[src/rtl/core/mna_stamp_accumulator_core_defines.svh]
// assertion macros used by the core sequencer (msa_ctrl)
`ifndef MNA_STAMP_ACCUMULATOR_CORE_DEFINES_SVH
`define MNA_STAMP_ACCUMULATOR_CORE_DEFINES_SVH

// same-cycle implication, disabled while in reset
`define MSA_ASSERT_IMP(lbl, clk, rstn, ante, cons) \
    lbl: assert property (@(posedge clk) disable iff (!rstn) (ante) |-> (cons)) \
        else $error("msa assertion failed");

// next-cycle implication, disabled while in reset
`define MSA_ASSERT_NXT(lbl, clk, rstn, ante, cons) \
    lbl: assert property (@(posedge clk) disable iff (!rstn) (ante) |=> (cons)) \
        else $error("msa assertion failed");

`endif

[src/rtl/core/msa_pkg.sv]
package msa_pkg;

    localparam int MatrixDimDefault     = 32;
    localparam int ValueFracBitsDefault = 16;
    localparam int EntryW               = 48;
    localparam int ValueW               = 32;
    localparam int FieldW               = 6;
    localparam int OpW                  = 4;
    localparam int StepW                = 3;

    // opcodes
    localparam logic [OpW-1:0] OP_RD_MAT = 4'd0;
    localparam logic [OpW-1:0] OP_RD_RHS = 4'd1;
    localparam logic [OpW-1:0] OP_RES    = 4'd2;
    localparam logic [OpW-1:0] OP_ISRC   = 4'd3;
    localparam logic [OpW-1:0] OP_VSRC   = 4'd4;
    localparam logic [OpW-1:0] OP_VCVS   = 4'd5;
    localparam logic [OpW-1:0] OP_CCVS   = 4'd6;
    localparam logic [OpW-1:0] OP_CCCS   = 4'd7;
    localparam logic [OpW-1:0] OP_VCCS   = 4'd8;

    // result status codes
    localparam logic [1:0] STS_OK     = 2'd0;
    localparam logic [1:0] STS_RANGE  = 2'd1;
    localparam logic [1:0] STS_ZERO_R = 2'd2;
    localparam logic [1:0] STS_SAT    = 2'd3;

    typedef struct packed {
        logic [OpW-1:0]           opcode;
        logic                     extra_current_group;
        logic [FieldW-1:0]        pos_node;
        logic [FieldW-1:0]        neg_node;
        logic [FieldW-1:0]        ctrl_plus;
        logic [FieldW-1:0]        ctrl_minus;
        logic [FieldW-1:0]        branch_row;
        logic [FieldW-1:0]        ctrl_branch_row;
        logic signed [ValueW-1:0] elem_val;
        logic [FieldW-1:0]        read_row;
        logic [FieldW-1:0]        read_col;
    } msa_in_t;

    typedef struct packed {
        logic signed [EntryW-1:0] read_data;
        logic [1:0]               status;
    } msa_out_t;

    typedef enum logic [2:0] {
        S_CLEAR, S_IDLE, S_CHECK, S_DIV, S_RD, S_WR, S_FIN
    } msa_state_t;

    // which item field gives a row or column
    typedef enum logic [2:0] {
        SEL_NP, SEL_NM, SEL_BR, SEL_CP, SEL_CM, SEL_CBR
    } msa_sel_t;

    // which value is added
    typedef enum logic [2:0] {
        DLT_ONE, DLT_NONE, DLT_V, DLT_NV, DLT_G, DLT_NG
    } msa_dlt_t;

    typedef struct packed {
        logic     vec;
        msa_sel_t row;
        msa_sel_t col;
        msa_dlt_t dlt;
    } msa_step_t;

    typedef struct packed {
        logic clear;
        logic load;
        logic div_start;
        logic rd;
        logic wr;
        logic finish;
    } msa_cmd_t;

    typedef struct packed {
        logic       clear_last;
        logic       is_read;
        logic [1:0] err;
        logic       need_div;
        logic       div_done;
        logic       last_step;
    } msa_sts_t;

    function automatic msa_step_t mk(input logic vec, input msa_sel_t row,
                                     input msa_sel_t col, input msa_dlt_t dlt);
        msa_step_t s;
        s.vec = vec;
        s.row = row;
        s.col = col;
        s.dlt = dlt;
        return s;
    endfunction

    // symmetric incidence entries, steps 0 to 3
    function automatic msa_step_t inc_step(input logic [StepW-1:0] step);
        msa_step_t s;
        case (step)
            3'd0:    s = mk(1'b0, SEL_NP, SEL_BR, DLT_ONE);
            3'd1:    s = mk(1'b0, SEL_NM, SEL_BR, DLT_NONE);
            3'd2:    s = mk(1'b0, SEL_BR, SEL_NP, DLT_ONE);
            default: s = mk(1'b0, SEL_BR, SEL_NM, DLT_NONE);
        endcase
        return s;
    endfunction

    // node column entries plus the branch diagonal, steps 0 to 2
    function automatic msa_step_t col_step(input logic [StepW-1:0] step);
        msa_step_t s;
        case (step)
            3'd0:    s = mk(1'b0, SEL_NP, SEL_BR, DLT_ONE);
            3'd1:    s = mk(1'b0, SEL_NM, SEL_BR, DLT_NONE);
            default: s = mk(1'b0, SEL_BR, SEL_BR, DLT_ONE);
        endcase
        return s;
    endfunction

    // one read-modify-write of a stamp
    function automatic msa_step_t step_op(input logic [OpW-1:0] op, input logic g2,
                                          input logic [StepW-1:0] step);
        msa_step_t s;
        s = mk(1'b0, SEL_NP, SEL_NP, DLT_ONE);
        case (op)
            OP_RES: begin
                if (!g2) begin
                    case (step)
                        3'd0:    s = mk(1'b0, SEL_NP, SEL_NP, DLT_G);
                        3'd1:    s = mk(1'b0, SEL_NP, SEL_NM, DLT_NG);
                        3'd2:    s = mk(1'b0, SEL_NM, SEL_NM, DLT_G);
                        default: s = mk(1'b0, SEL_NM, SEL_NP, DLT_NG);
                    endcase
                end else if (step < 3'd4) begin
                    s = inc_step(step);
                end else begin
                    s = mk(1'b0, SEL_BR, SEL_BR, DLT_NV);
                end
            end
            OP_ISRC: begin
                if (!g2) begin
                    s = (step == 3'd0) ? mk(1'b1, SEL_NP, SEL_NP, DLT_NV)
                                       : mk(1'b1, SEL_NM, SEL_NM, DLT_V);
                end else if (step < 3'd3) begin
                    s = col_step(step);
                end else begin
                    s = mk(1'b1, SEL_BR, SEL_BR, DLT_V);
                end
            end
            OP_VSRC: begin
                s = (step < 3'd4) ? inc_step(step) : mk(1'b1, SEL_BR, SEL_BR, DLT_V);
            end
            OP_VCVS: begin
                if (step < 3'd4) begin
                    s = inc_step(step);
                end else if (step == 3'd4) begin
                    s = mk(1'b0, SEL_BR, SEL_CP, DLT_NV);
                end else begin
                    s = mk(1'b0, SEL_BR, SEL_CM, DLT_V);
                end
            end
            OP_CCVS: begin
                s = (step < 3'd4) ? inc_step(step) : mk(1'b0, SEL_BR, SEL_CBR, DLT_NV);
            end
            OP_CCCS: begin
                if (!g2) begin
                    s = (step == 3'd0) ? mk(1'b0, SEL_NP, SEL_CBR, DLT_V)
                                       : mk(1'b0, SEL_NM, SEL_CBR, DLT_NV);
                end else if (step < 3'd3) begin
                    s = col_step(step);
                end else begin
                    s = mk(1'b0, SEL_BR, SEL_CBR, DLT_NV);
                end
            end
            OP_VCCS: begin
                if (!g2) begin
                    case (step)
                        3'd0:    s = mk(1'b0, SEL_NP, SEL_CP, DLT_V);
                        3'd1:    s = mk(1'b0, SEL_NP, SEL_CM, DLT_NV);
                        3'd2:    s = mk(1'b0, SEL_NM, SEL_CP, DLT_NV);
                        default: s = mk(1'b0, SEL_NM, SEL_CM, DLT_V);
                    endcase
                end else begin
                    case (step)
                        3'd0:    s = mk(1'b0, SEL_NP, SEL_BR, DLT_ONE);
                        3'd1:    s = mk(1'b0, SEL_NM, SEL_BR, DLT_NONE);
                        3'd2:    s = mk(1'b0, SEL_BR, SEL_CP, DLT_NV);
                        3'd3:    s = mk(1'b0, SEL_BR, SEL_CM, DLT_V);
                        default: s = mk(1'b0, SEL_BR, SEL_BR, DLT_ONE);
                    endcase
                end
            end
            default: s = mk(1'b0, SEL_NP, SEL_NP, DLT_ONE);
        endcase
        return s;
    endfunction

    // number of read-modify-writes of a stamp
    function automatic logic [StepW-1:0] step_count(input logic [OpW-1:0] op,
                                                    input logic g2);
        logic [StepW-1:0] n;
        case (op)
            OP_RES:  n = g2 ? 3'd5 : 3'd4;
            OP_ISRC: n = g2 ? 3'd4 : 3'd2;
            OP_VSRC: n = 3'd5;
            OP_VCVS: n = 3'd6;
            OP_CCVS: n = 3'd5;
            OP_CCCS: n = g2 ? 3'd4 : 3'd2;
            OP_VCCS: n = g2 ? 3'd5 : 3'd4;
            default: n = 3'd1;
        endcase
        return n;
    endfunction

endpackage

[src/rtl/core/msa_ctrl.sv]
`include "mna_stamp_accumulator_core_defines.svh"

module msa_ctrl (
    input  logic              aclk,
    input  logic              aresetn,
    input  logic              s_valid,
    output logic              s_ready,
    output logic              m_valid,
    input  logic              m_ready,
    input  msa_pkg::msa_sts_t sts,
    output msa_pkg::msa_cmd_t cmd
);
    import msa_pkg::*;

    msa_state_t state_reg, state_next;
    logic       out_valid_reg, out_valid_next;
    logic       out_free;

    assign out_free = !out_valid_reg || m_ready;

    // next state
    always_comb begin
        state_next = state_reg;
        case (state_reg)
            S_CLEAR: if (sts.clear_last) state_next = S_IDLE;
            S_IDLE:  if (s_valid) state_next = S_CHECK;
            S_CHECK: begin
                if (sts.err != STS_OK) begin
                    state_next = S_FIN;
                end else if (sts.need_div) begin
                    state_next = S_DIV;
                end else begin
                    state_next = S_RD;
                end
            end
            S_DIV:   if (sts.div_done) state_next = S_RD;
            S_RD:    state_next = sts.is_read ? S_FIN : S_WR;
            S_WR:    state_next = sts.last_step ? S_FIN : S_RD;
            S_FIN:   if (out_free) state_next = S_IDLE;
            default: state_next = S_IDLE;
        endcase
    end

    // commands
    always_comb begin
        cmd           = '0;
        cmd.clear     = state_reg == S_CLEAR;
        cmd.load      = (state_reg == S_IDLE) && s_valid;
        cmd.div_start = (state_reg == S_CHECK) && (sts.err == STS_OK) && sts.need_div;
        cmd.rd        = state_reg == S_RD;
        cmd.wr        = state_reg == S_WR;
        cmd.finish    = (state_reg == S_FIN) && out_free;
    end

    // result register handshake
    always_comb begin
        out_valid_next = out_valid_reg;
        if (cmd.finish) begin
            out_valid_next = 1'b1;
        end else if (m_ready) begin
            out_valid_next = 1'b0;
        end
    end

    always_ff @(posedge aclk) begin
        if (!aresetn) begin
            state_reg     <= S_CLEAR;
            out_valid_reg <= 1'b0;
        end else begin
            state_reg     <= state_next;
            out_valid_reg <= out_valid_next;
        end
    end

    assign s_ready = state_reg == S_IDLE;
    assign m_valid = out_valid_reg;

    `MSA_ASSERT_IMP(a_clear_blocks, aclk, aresetn, state_reg == S_CLEAR, !s_ready)
    `MSA_ASSERT_NXT(a_rd_then_wr, aclk, aresetn, cmd.rd && !sts.is_read, state_reg == S_WR)
    `MSA_ASSERT_NXT(a_finish_valid, aclk, aresetn, cmd.finish, out_valid_reg)
    `MSA_ASSERT_NXT(a_div_wait, aclk, aresetn, cmd.div_start, state_reg == S_DIV)
    `MSA_ASSERT_IMP(a_wr_stamp_only, aclk, aresetn, cmd.wr, !sts.is_read)

endmodule

[config.mk]
export PLATFORM = sky130hd
export DESIGN_NAME = msa_ctrl
export DESIGN_NICKNAME = d
export VERILOG_FILES = /design/src/rtl/core/msa_pkg.sv /design/src/rtl/core/msa_ctrl.sv
export VERILOG_INCLUDE_DIRS = /design/src /design/src/rtl/core
export SDC_FILE = /design/constraint.sdc
export NUM_CORES = 1
export LEC_CHECK = 0
export ABC_CLOCK_PERIOD_IN_PS = 1450
export BUFFER_PORTS_ARGS = -buffer_cell sky130_fd_sc_hd__buf_2
export CAP_MARGIN = 20
export CORE_AREA = 3 3 40 42
export CTS_BUF_LIST = sky130_fd_sc_hd__clkbuf_2
export DETAILED_ROUTE_END_ITERATION = 7
export DIE_AREA = 0 0 43 45
export GPL_ROUTABILITY_DRIVEN = 1
export PLACE_DENSITY_LB_ADDON = 0.12
export SLEW_MARGIN = 20
export SYNTH_ARGS = -nofsm -noshare
export SYNTH_HDL_FRONTEND = slang
export SYNTH_SLANG_ARGS = --single-unit
[constraint.sdc]
create_clock -name aclk -period 1.45 [get_ports aclk]
set_input_delay 0.145 -clock aclk [delete_from_list [all_inputs] [get_ports aclk]]
set_output_delay 0.145 -clock aclk [all_outputs]
set_load 0.03 [all_outputs]
* Word-level counts from Yosys, hierarchy flattened *
Cells that the tools add are included.

storage, ports and cells
  flip-flop bits (word level) = 4
  output and inout bits = 8
  word-level logic and storage cells = 34

operators by class
  equal/unequal tests = 10
  mux-type cells = 11
  reductions and logical operators = 11

operator list
  kind                number
  $pmux 3 s7          1
  $mux 3              6
  $eq 3x3->1 const B  3
  $ne 2x2->1 const B  4
  $eq 3x2->1 const B  2
  $logic_and 1x1->1   4
  $mux 2              2
  $reduce_and 4->1    1
  $reduce_bool 2->1   2
  $eq 3x1->1 const B  1
  $logic_not 3->1     1
  $logic_not 2->1     1
  $mux 1              2
  $logic_not 1->1     1
  $logic_or 1x1->1    1

* Logic depth before layout (Yosys ltp) *
  depth after elaboration = 4
  gate-level depth with buffers = 5

* Least setup slack after synthesis *
OpenSTA, ideal clock, no wires.

  path kind = register to register
  start = register state_reg[2]
  end = register state_reg[0]
  data arrival time = 1.491 ns
  data required time = 1.328 ns
  slack = -0.162 ns
  stages on the path, launching flop included = 5
  cells stage by stage = dfxtp_1 > buf_6 > nor3_1 > a21oi_1 > o311a_1

RTL lines
  what                    line            RTL
  start, declared         msa_ctrl.sv:15  msa_state_t state_reg, state_next;
  start signal, assigned  msa_ctrl.sv:70  state_reg <= state_next;

==> flow_summary_export.csv <==
group,metric,value,unit
sta,finalSetupViolations,0,
layout,seqCellArea,82.6,um2
logic_synthesis,synth.distinct_cells,30,
logic_synthesis,synth_enable_flop_cells,0,
clock_tree,cts_root_buf,"clkbuf_2",
setup_path,cp.required,1310,ps
pwr,vdd_drop_max,0.210,mV
placement,port_buffers,18,
layout,antennaDiodeCount,0,
floorplanning,coreArea,0.00128,mm2
setup_path,cp-end-kind,"output port",
clock_tree,cts_buffer_depth,2,
placement,dp_hpwl,765,um
logic_synthesis,ys_warn_count,0,
clock_tree,cts_tree,"built",
layout,area_growth,36.7,%
grt,grt_max_degree,11,
drt,first_pass_iters,4,
sta,worst_pin_slew,280,ps
grt,met2_usage,16.5,%
logic_synthesis,syn-mean-instance-area,8.30,um2
sta,slew_violations,0,
min_path,hold_end,"state_reg[0]",
placement,gp_congestion,0.784,
sta,hold_viol_final,0,
logic_synthesis,synthArstFlopShare,0,%
min_path,hold_class,"primary input to register",
grt,antenna_found_initial,0,
min_path,hold_start,"aresetn",
layout,drive_gt1_share,53.0,%
logic_synthesis,synth_top_cell_by_area,"dfxtp_1",
drt,drc,0,
grt,grt.overflow.total,0,
layout,nFillCells,138,
clock_tree,path_clk_slew,50,ps
pwr,p_leak,0.238,nW
sta,timing.fmax,709,MHz
placement,place_inst,78,
logic_synthesis,syn_area,382,um2
clock_tree,cts.sinks,4,
setup_path,reg2reg_to,"state_reg[0]",
setup_path,rrSetupSlack,50,ps
floorplanning,die_w,43,um
layout,fin_cells,81,
pwr,p_total,0.000305,W
grt,grt.busiest_layer,"met2",
drt,drt_iter0_markers,5,
clock_tree,clk_latency,200,ps
floorplanning,die-area,0.00194,mm2
layout,largest_reg_flops,3,
floorplanning,die_y,45,um
setup_path,crit_arrival,1270,ps
logic_synthesis,synth_seq_cells,4,
floorplanning,io_pins,19,
layout,final_cell_area,522,um2
sta,final.setup.worst_slack,39.0,ps
min_path,hold_path_depth,2,
logic_synthesis,synthFlopType,"dfxtp_1",
setup_path,cp_max_fo,7,
grt,first_global_vias,378,
setup_path,r2r-start,"state_reg[1]",
floorplanning,rows,13,
layout,layout.nets,80,
sta,fin_worst_skew,5.47,ps
flow_run,drv_cap,0,
sta,fin_crit,1410,ps
setup_path,path_class,"register to output port",
logic_synthesis,syn-num-nets,58,
drt,final_antenna_net_count,0,
grt,grt_first_pass_wirelength,1510,um
clock_tree,cts_buffers,3,
sta,maxSlewHeadroom,81.2,%
drt,via_per_inst,4.85,
floorplanning,initial_core_util,29.7,%
setup_path,ff2ff_path_depth,5,
logic_synthesis,yosys-top-cells-area,"dfxtp_1, buf_6, nor3b_4",
layout,final_util,40.6,%
status,status,"completed",
clock_tree,h-tree-depth,1,
drt,drt-wirelength-per-cell,11.5,um
placement,place_area,480,um2
placement,pre_cts_ws,43.7,ps
logic_synthesis,yosysTopAreaCellShare,21.0,%
logic_synthesis,netlist_instances,46,
grt,gr-usage-met3,1.59,%
logic_synthesis,yosysSeqAreaShare,21.0,%
clock_tree,post-cts-setup-buffer-count,0,
drt,drt_wl_total,933,um
setup_path,crit_path_start_kind,"register",
grt,grtUsageMet1,12.7,%
drt,vias,393,
grt,grt_use_total,10.1,%
sta,min_period_over_period,97.3,%
logic_synthesis,synthTopCellsByCount,"dfxtp_1, inv_1, nor2_1, a21oi_1",
pwr,powerDensity,585,mW/mm2
layout,multiInputGateArea,269,um2
==> cell families after synthesis <==
logic type / after synthesis / share of synthesized area (%)
adder cells (fa/ha/maj): 1 / 3.28
flip-flops: 4 / 21.0
AND/OR/NAND/NOR: 20 / 37.7
buffers and inverters: 8 / 12.8
AO/OA/AOI/OAI: 13 / 25.2
==> area by class of cell <==
type	count	share of cell area, %
multi-input combinational	34	51.6
timing repair buffer	20	22.5
sequential	4	15.8
inverter	5	3.60
tap	15	3.60
clock buffer	3	2.88
==> per-layer routing <==
layer | vias up | routed length [um] | share of wire [%]
met3 | 0 | 54 | 5.8
li1 | 207 | - | -
met4 | 0 | 0 | 0
met2 | 12 | 460 | 49
met5 | - | 0 | 0
met1 | 174 | 418 | 45
==> power breakdown <==
group | switching [W] | leakage (nW) | internal, W
clock network | 0.0000430 | 0.0125 | 0.0000557
logic | 0.0000433 | 0.192 | 0.0000386
registers | 0.00000996 | 0.0333 | 0.000114
total | 0.0000963 | 0.238 | 0.000209
==> placed cells by master, fill, tap and decap left out, types with 2 or more instances in the layout <==
cell	instances
buf_2	16
a21boi_0	2
dfxtp_2	2
nor2_1	4
a21oi_1	3
clkbuf_2	3
inv_1	4
and3_2	2
buf_6	2
nor3b_4	2
buf_4	2
dfxtp_1	2
==> what timing repair did <==
item,in CTS,in global routing
endpoints found under the setup margin,2,2
gates resized for setup,3,6
hold buffers,0,0
==> per-stage QoR <==
stage | hold slack (ps) | TNS (ps)
floorplan | 274 | 0
global placement | 421 | 0
detailed placement | 422 | 0
CTS | 192 | 0
global route | 176 | -20.1
finish | 200 | 0
==> critical path, cell delays in order, from the launching register on <==
cell and delay [ps]:
dfxtp_1 360, buf_6 140, nor3b_4 200, and3_2 220, buf_4 160
==> worst max-delay path by stage <==
stage,start,end,slack (ps),cells past startpoint
6_report,state_reg[1],cmd[3],40,4
4_1_cts,state_reg[1],cmd[4],0.8,4
3_3_place_gp,state_reg[0],state_reg[0],40,4
5_1_grt,state_reg[1],cmd[3],-20,4
3_5_place_dp,state_reg[0],state_reg[0],40,4
2_1_floorplan,state_reg[1],state_reg[0],5,4
Power figures use the tool's default switching activity.
